==> src/sv/max_flow_edmonds_karp_defines.svh <==
// ----------------------------------------------------------------------------
// Max flow assertion macros
// Concurrent assertion wrappers; define NO_ASSERTIONS to compile them out.
// ----------------------------------------------------------------------------
`ifndef MAX_FLOW_EDMONDS_KARP_DEFINES_SVH
`define MAX_FLOW_EDMONDS_KARP_DEFINES_SVH

`ifndef NO_ASSERTIONS
`define MFEK_ASSERT_NOW(lbl, clk, rst_n, ante, cons) \
	lbl: assert property (@(posedge clk) disable iff (!rst_n) (ante) |-> (cons)) \
		else $error("mfek assertion failed");
`define MFEK_ASSERT_NEXT(lbl, clk, rst_n, ante, cons) \
	lbl: assert property (@(posedge clk) disable iff (!rst_n) (ante) |=> (cons)) \
		else $error("mfek assertion failed");
`else
`define MFEK_ASSERT_NOW(lbl, clk, rst_n, ante, cons)
`define MFEK_ASSERT_NEXT(lbl, clk, rst_n, ante, cons)
`endif

`endif

==> src/sv/mfek_pkg.sv <==
// ----------------------------------------------------------------------------
// Max flow package
// Request codes, constants and controller/datapath command and status types.
// ----------------------------------------------------------------------------
`default_nettype none

package mfek_pkg;

	localparam int VALUE_W       = 23;
	localparam int VALUE_POS_MAX = 4194303;
	localparam int VC_W          = 7;
	localparam logic [6:0] VC_RESET = 7'd64;

	typedef enum logic [1:0] {
		REQ_CLEAR   = 2'd0,
		REQ_SET     = 2'd1,
		REQ_COMPUTE = 2'd2,
		REQ_QUERY   = 2'd3
	} req_t;

	typedef struct packed {
		logic accept;
		logic clr_cap;
		logic clr_flow;
		logic cap_write;
		logic q_rd;
		logic bfs_init;
		logic pop_rd;
		logic pop_take;
		logic scan_rd;
		logic scan_chk;
		logic found;
		logic prd;
		logic w1_q;
		logic w1_min;
		logic w2_start;
		logic w2_q;
		logic w2_fwd;
		logic w2_bwd;
		logic add_total;
		logic load_out;
	} cmd_t;

	typedef struct packed {
		req_t kind;
		logic same_ab;
		logic range_ok;
		logic clr_done;
		logic pop_more;
		logic scan_last;
		logic snk_found;
		logic p_is_src;
		logic out_free;
	} sts_t;

endpackage

`default_nettype wire

==> src/sv/mfek_ctrl.sv <==
// ----------------------------------------------------------------------------
// Max flow controller
// Sequences sweeps, breadth-first search and path augmentation.
// ----------------------------------------------------------------------------
`default_nettype none

module mfek_ctrl (
	input  wire logic          clk,
	input  wire logic          arst_n,
	input  wire logic          in_valid,
	output logic               in_stall,
	input  mfek_pkg::sts_t     sts,
	output mfek_pkg::cmd_t     cmd
);

	typedef enum logic [20:0] {
		S_IDLE     = 21'h000001,
		S_CLR_ALL  = 21'h000002,
		S_CLR_CAP  = 21'h000004,
		S_CLR_FLOW = 21'h000008,
		S_DISP     = 21'h000010,
		S_SET      = 21'h000020,
		S_QRD      = 21'h000040,
		S_BFS_INIT = 21'h000080,
		S_POP      = 21'h000100,
		S_POPW     = 21'h000200,
		S_SRD      = 21'h000400,
		S_SCHK     = 21'h000800,
		S_FOUND    = 21'h001000,
		S_W1P      = 21'h002000,
		S_W1Q      = 21'h004000,
		S_W1R      = 21'h008000,
		S_W2P      = 21'h010000,
		S_W2Q      = 21'h020000,
		S_W2A      = 21'h040000,
		S_W2B      = 21'h080000,
		S_RESP     = 21'h100000
	} state_t;

	state_t state_q, state_d;

	always_ff @(posedge clk or negedge arst_n) begin
		if (!arst_n) begin
			state_q <= S_CLR_ALL;
		end else begin
			state_q <= state_d;
		end
	end

	assign in_stall = (state_q != S_IDLE);

	always_comb begin
		state_d = state_q;
		cmd     = '0;
		unique case (state_q)
			S_IDLE: begin
				if (in_valid) begin
					cmd.accept = 1'b1;
					state_d    = S_DISP;
				end
			end
			S_CLR_ALL: begin
				cmd.clr_cap  = 1'b1;
				cmd.clr_flow = 1'b1;
				if (sts.clr_done) state_d = S_IDLE;
			end
			S_CLR_CAP: begin
				cmd.clr_cap = 1'b1;
				if (sts.clr_done) state_d = S_IDLE;
			end
			S_CLR_FLOW: begin
				cmd.clr_flow = 1'b1;
				if (sts.clr_done) state_d = sts.range_ok ? S_BFS_INIT : S_RESP;
			end
			S_DISP: begin
				unique case (sts.kind)
					mfek_pkg::REQ_CLEAR:   state_d = S_CLR_CAP;
					mfek_pkg::REQ_SET:     state_d = S_SET;
					mfek_pkg::REQ_COMPUTE: state_d = sts.same_ab ? S_RESP : S_CLR_FLOW;
					mfek_pkg::REQ_QUERY:   state_d = S_QRD;
					default:               state_d = S_IDLE;
				endcase
			end
			S_SET: begin
				cmd.cap_write = 1'b1;
				state_d       = S_IDLE;
			end
			S_QRD: begin
				cmd.q_rd = 1'b1;
				state_d  = S_RESP;
			end
			S_BFS_INIT: begin
				cmd.bfs_init = 1'b1;
				state_d      = S_POP;
			end
			S_POP: begin
				if (sts.pop_more) begin
					cmd.pop_rd = 1'b1;
					state_d    = S_POPW;
				end else begin
					state_d = S_FOUND;
				end
			end
			S_POPW: begin
				cmd.pop_take = 1'b1;
				state_d      = S_SRD;
			end
			S_SRD: begin
				cmd.scan_rd = 1'b1;
				state_d     = S_SCHK;
			end
			S_SCHK: begin
				cmd.scan_chk = 1'b1;
				state_d      = sts.scan_last ? S_POP : S_SRD;
			end
			S_FOUND: begin
				if (sts.snk_found) begin
					cmd.found = 1'b1;
					state_d   = S_W1P;
				end else begin
					state_d = S_RESP;
				end
			end
			S_W1P: begin
				if (sts.p_is_src) begin
					cmd.w2_start = 1'b1;
					state_d      = S_W2P;
				end else begin
					cmd.prd = 1'b1;
					state_d = S_W1Q;
				end
			end
			S_W1Q: begin
				cmd.w1_q = 1'b1;
				state_d  = S_W1R;
			end
			S_W1R: begin
				cmd.w1_min = 1'b1;
				state_d    = S_W1P;
			end
			S_W2P: begin
				if (sts.p_is_src) begin
					cmd.add_total = 1'b1;
					state_d       = S_BFS_INIT;
				end else begin
					cmd.prd = 1'b1;
					state_d = S_W2Q;
				end
			end
			S_W2Q: begin
				cmd.w2_q = 1'b1;
				state_d  = S_W2A;
			end
			S_W2A: begin
				cmd.w2_fwd = 1'b1;
				state_d    = S_W2B;
			end
			S_W2B: begin
				cmd.w2_bwd = 1'b1;
				state_d    = S_W2P;
			end
			S_RESP: begin
				if (sts.out_free) begin
					cmd.load_out = 1'b1;
					state_d      = S_IDLE;
				end
			end
			default: state_d = S_IDLE;
		endcase
	end

endmodule

`default_nettype wire

==> config.mk <==
export PLATFORM = sky130hd
export DESIGN_NAME = mfek_ctrl
export DESIGN_NICKNAME = d
export VERILOG_FILES = /design/src/sv/max_flow_edmonds_karp_defines.svh /design/src/sv/mfek_pkg.sv /design/src/sv/mfek_ctrl.sv
export SDC_FILE = /design/constraint.sdc
export NUM_CORES = 1
export LEC_CHECK = 0
export BUFFER_PORTS_ARGS = -buffer_cell sky130_fd_sc_hd__buf_2
export CORE_AREA = 10 10 67 69
export CTS_CLUSTER_SIZE = 12
export DETAILED_ROUTE_END_ITERATION = 7
export DIE_AREA = 0 0 77 79
export PLACE_DENSITY = 0.73
export RECOVER_POWER = 25
export SKIP_LAST_GASP = 1
export SYNTH_ARGS = -nofsm -noshare
export SYNTH_HDL_FRONTEND = slang
export SYNTH_SLANG_ARGS = --single-unit
==> constraint.sdc <==
create_clock -name clk -period 2 [get_ports clk]
set_clock_uncertainty 0.15 [all_clocks]
set_input_delay 0.3 -clock clk [delete_from_list [all_inputs] [get_ports clk]]
set_output_delay 0.3 -clock clk [all_outputs]
set_load 0.05 [all_outputs]
==> impl_results.md <==
* Slew headroom at 0.193
* TritonRoute pass-1 iters at 5
* Total Neg Setup Slack at -17.68 ns
* Syn-to-layout area delta at 105%
* Crit. End Element: output port
* Dominant cell type by area after synthesis: dfrtp_1
* Measured slew at the worst slew-check pin at 1.21 ns
* Post-synthesis async set-or-reset flop share at 1.00
* # rows at 21
* RSZ-0062 raised after global routing: yes
* Cell Int Power at 1440 uW
* CTS tree: built
* Crit path max fanout at 4
* Ant diodes at 0
* Synth warnings at 0
* Initial core utilization at 0.460
* Register with the most flip-flops: state_q
* DRT iter0 DRCs at 280
* Proportion of layout cells with a drive suffix above 1 at 0.651
* Placeable Area at roughly 3200 um2
* Remaining DRCs at 0
* Sinks on Clock Net at 21
* Reg clk slew, reported paths at 0.14 ns
* Hold path startpoint: in_valid
* Input/output buffers at 33
* Synth Register Bits at 21
* Combinational power share at 0.731
* CP bufs+invs at 2
* Footprint of the multi-input gates at 1280 um2
* Max cap viols at 0
* HPWL Detailed at 4080 um
* Chip Height at 79 um
* Setup ws final at -0.806 ns
* Post-synth top flop: dfrtp_1
* H-tree levels at 1
* Post-synth EDFFs at 0
* Pre-CTS setup slack at -0.318 ns
* Routed Antenna Nets at 0
* Die X at 77 um
* Max frequency at 356 MHz
* Largest net degree at the start of global routing at 22
* Outcome: complete, but fails checks
* Io pins at 34
* Lkg Pwr at between 0.001 and 0.0015 uW
* TritonCTS Buffers at 3
* Critical Path AT at 2.36 ns
* Worst min-delay path category: in -> reg
* Slowest Stage Delay on Critical Path at between 0.4 and 0.5 ns
* Worst IR Drop VDD at between 0.6 and 0.7 mV
* Setup crit start: state_q[14]$_DFFE_PN0P_
* Synthesized area per cell at 9.00 um2
* WL/cell at 25.8 um
* Synth cell types at 49
* GPL Wtd Cong at 0.938
* Switching power of the nets at 1250 uW
* Pwr/cell area at a little under 900 nW/um2
* Worst Setup Path Type: reg -> out
* Critical path, cell by cell: nor4_4, buf_4, nand3_2, nor3_4, nand2_2, a21oi_2, buf_6
* Synth top area share at 0.337
* Share of power burned in registers at 0.180
* DR vias/cell at around 6.4
* Initial antenna violation count at 0
* Syn_nets at 178
* Mapped cell area at between 1000 and 1500 um2
* Minimum clock period at 2.81 ns
* Failing checks: setup timing
* Clock buffer depth at 2
* Final setup vio count at 39
* Fill count at a little under 90
* Clk root buf: clkbuf_4
* Worst r2r src: state_q[14]$_DFFE_PN0P_
* Switching share of power at 0.463
* Clock power share at 0.089
* Total number of vias at around 2200
* Vias in the first global route at 1846
* GRT Util Overall at 0.181
* Top cell family by delay on the critical path: simple AND/OR/NAND/NOR gates
* Grt ovf at 0
* Final hold violation count at 0
* Sequential Area at 528 um2
* Worst Path Required at 1.55 ns
* Clk_lat worst skew at 0.33 ns
* CP startpoint kind: flop
* Post-Synthesis Cells at 165
* Top flop regs: state_q: 21 flops
* Final instance area at 3050 um2
* Seq/Total Area, Yosys at 0.355
* Largest register FFs at 21
* First-pass GRT wire length at 9060 um
* Routed WL at 8720 um
* Synth area leaders: dfrtp_1 (34%), nor2_1 (5.8%), nor4_4 (5.7%), nor4_1 (4.6%), nor3_1 (2.7%)
* Die area at 6080 um2
* Worst path slowest cell: dfrtp_2
* Layout Nets at 306
* Placement Cell Area at 2270 um2
* Max-slew violations at 0
* Post-route clock period utilization at 1.40
==> power by group through the flow <==
stage / registers [uW] / logic (uW) / clock network [uW]
global route: 485 / 2010 / 249
detailed placement: 489 / 1070 / 0
floorplan: 483 / 680 / 0
finish: 484 / 1970 / 240
CTS: 481 / 1370 / 225
global placement: 488 / 1050 / 0
==> logic make-up (layout without fill, tap and decap cells) <==
| logic type | count (synthesis) | after routing | synth area share |
|---|---|---|---|
| compound gates | 23 | 23 | 0.110 |
| xor+xnor | 8 | 8 | 0.0472 |
| buf+inv | 15 | 142 | 0.0505 |
| flops | 21 | 21 | 0.355 |
| mux | 1 | 1 | 0.00674 |
| simple gates | 97 | 97 | 0.431 |
==> cell type report <==
cell class / count / area share
clock inverters: 1 / 0.00246
well taps: 46 / 0.0189
repair buffers: 129 / 0.366
inverters: 9 / 0.0111
multi-input cells: 129 / 0.421
clock buffers: 3 / 0.00738
flip-flops and latches: 21 / 0.173
==> cells in the final DEF, fill, tap and decap left out, types with 2 or more instances in the layout <==
master and instances:
buf_4 80, buf_6 26, dfrtp_1 19, nor2_1 16, nor4_4 13, buf_2 11
inv_1 9, buf_8 9, nor2_4 6, o21ai_0 6, nor3_4 5, nand4_1 5
xnor2_1 4, xor2_1 4, nor3_1 3, nor3b_4 3, nand2_4 3, nand3b_1 3
nand2_2 3, nor2b_1 3, clkbuf_4 3, and3_4 2, nand3_4 2, nand2_1 2
and2_1 2, nor4_1 2, nand4b_1 2, nor2_2 2, and4b_2 2, o211ai_1 2
a211o_1 2, nand3_1 2, a21o_1 2
==> synthesized netlist by cell type (2+ instances only) <==
| master | number |
|---|---|
| a21o_1 | 2 |
| o21ai_0 | 6 |
| o211ai_1 | 2 |
| nor4b_1 | 2 |
| a2111oi_0 | 2 |
| xor2_1 | 4 |
| and2_1 | 2 |
| and4b_1 | 3 |
| nor2_1 | 23 |
| nand3b_1 | 3 |
| and3b_1 | 2 |
| nand4_1 | 5 |
| dfrtp_1 | 20 |
| buf_2 | 3 |
| buf_6 | 2 |
| nand3_1 | 5 |
| nor4_1 | 11 |
| inv_1 | 9 |
| and3_1 | 3 |
| a211o_1 | 2 |
| a21oi_1 | 2 |
| xnor2_1 | 4 |
| nor3_1 | 8 |
| nor4_4 | 4 |
| nor3b_1 | 4 |
| nand2_1 | 6 |
| nor2b_1 | 3 |
| nand4b_1 | 2 |
==> worst register-to-register path: cells and delay by family (launching register included) <==
family          cells  cell delay, ns
simple gates        3            0.71
buf+inv             5            0.70
flops               1            0.48
compound gates      2            0.28
==> what timing repair did <==
item / in CTS / in global routing
buffers inserted: 14 / 25
setup endpoints to repair: 27 / 37
resized for setup: 54 / 55
hold buffers: 1 / 0
hold endpoints to repair: 20 / 0
pin swaps: 12 / 35
cloned: 0 / 0
==> through the flow <==
stage | utilization | total power (uW) | hold slack (ns) | std cells
2_1_floorplan | - | 1160 | -0.146 | 165
3_3_place_gp | 0.702 | 1540 | 0.134 | 296
3_5_place_dp | 0.702 | 1560 | 0.136 | 296
4_1_cts | 0.805 | 2080 | 0.0233 | 315
5_1_grt | 0.944 | 2750 | 0.0179 | 338
6_report | 0.944 | 2690 | 0.0111 | 338
==> routing by layer <==
metal	vias to the layer above	GRT usage	wire length, um
li1	866	-	-
met1	1037	0.207	3030
met2	200	0.327	4250
met3	69	0.0338	774
met4	0	0.0675	663
met5	-	0	0
==> path summary, 6_finish.rpt <==
kind | endpoint | slack (ns) | cells after the start
max in group asynchronous | state_q[14]$_DFFE_PN0P_ | 0.34 | 2
hold reg to reg | state_q[19]$_DFFE_PN0P_ | 0.47 | 2
hold / removal | state_q[0]$_DFFE_PN0P_ | 0.01 | 2
setup / recovery | cmd[8] | -0.81 | 7
min in group asynchronous | state_q[3]$_DFFE_PN0P_ | 0.57 | 2
setup reg to reg | state_q[20]$_DFFE_PN0P_ | -0.41 | 10
No activity file was read; power rests on OpenSTA's default activity.
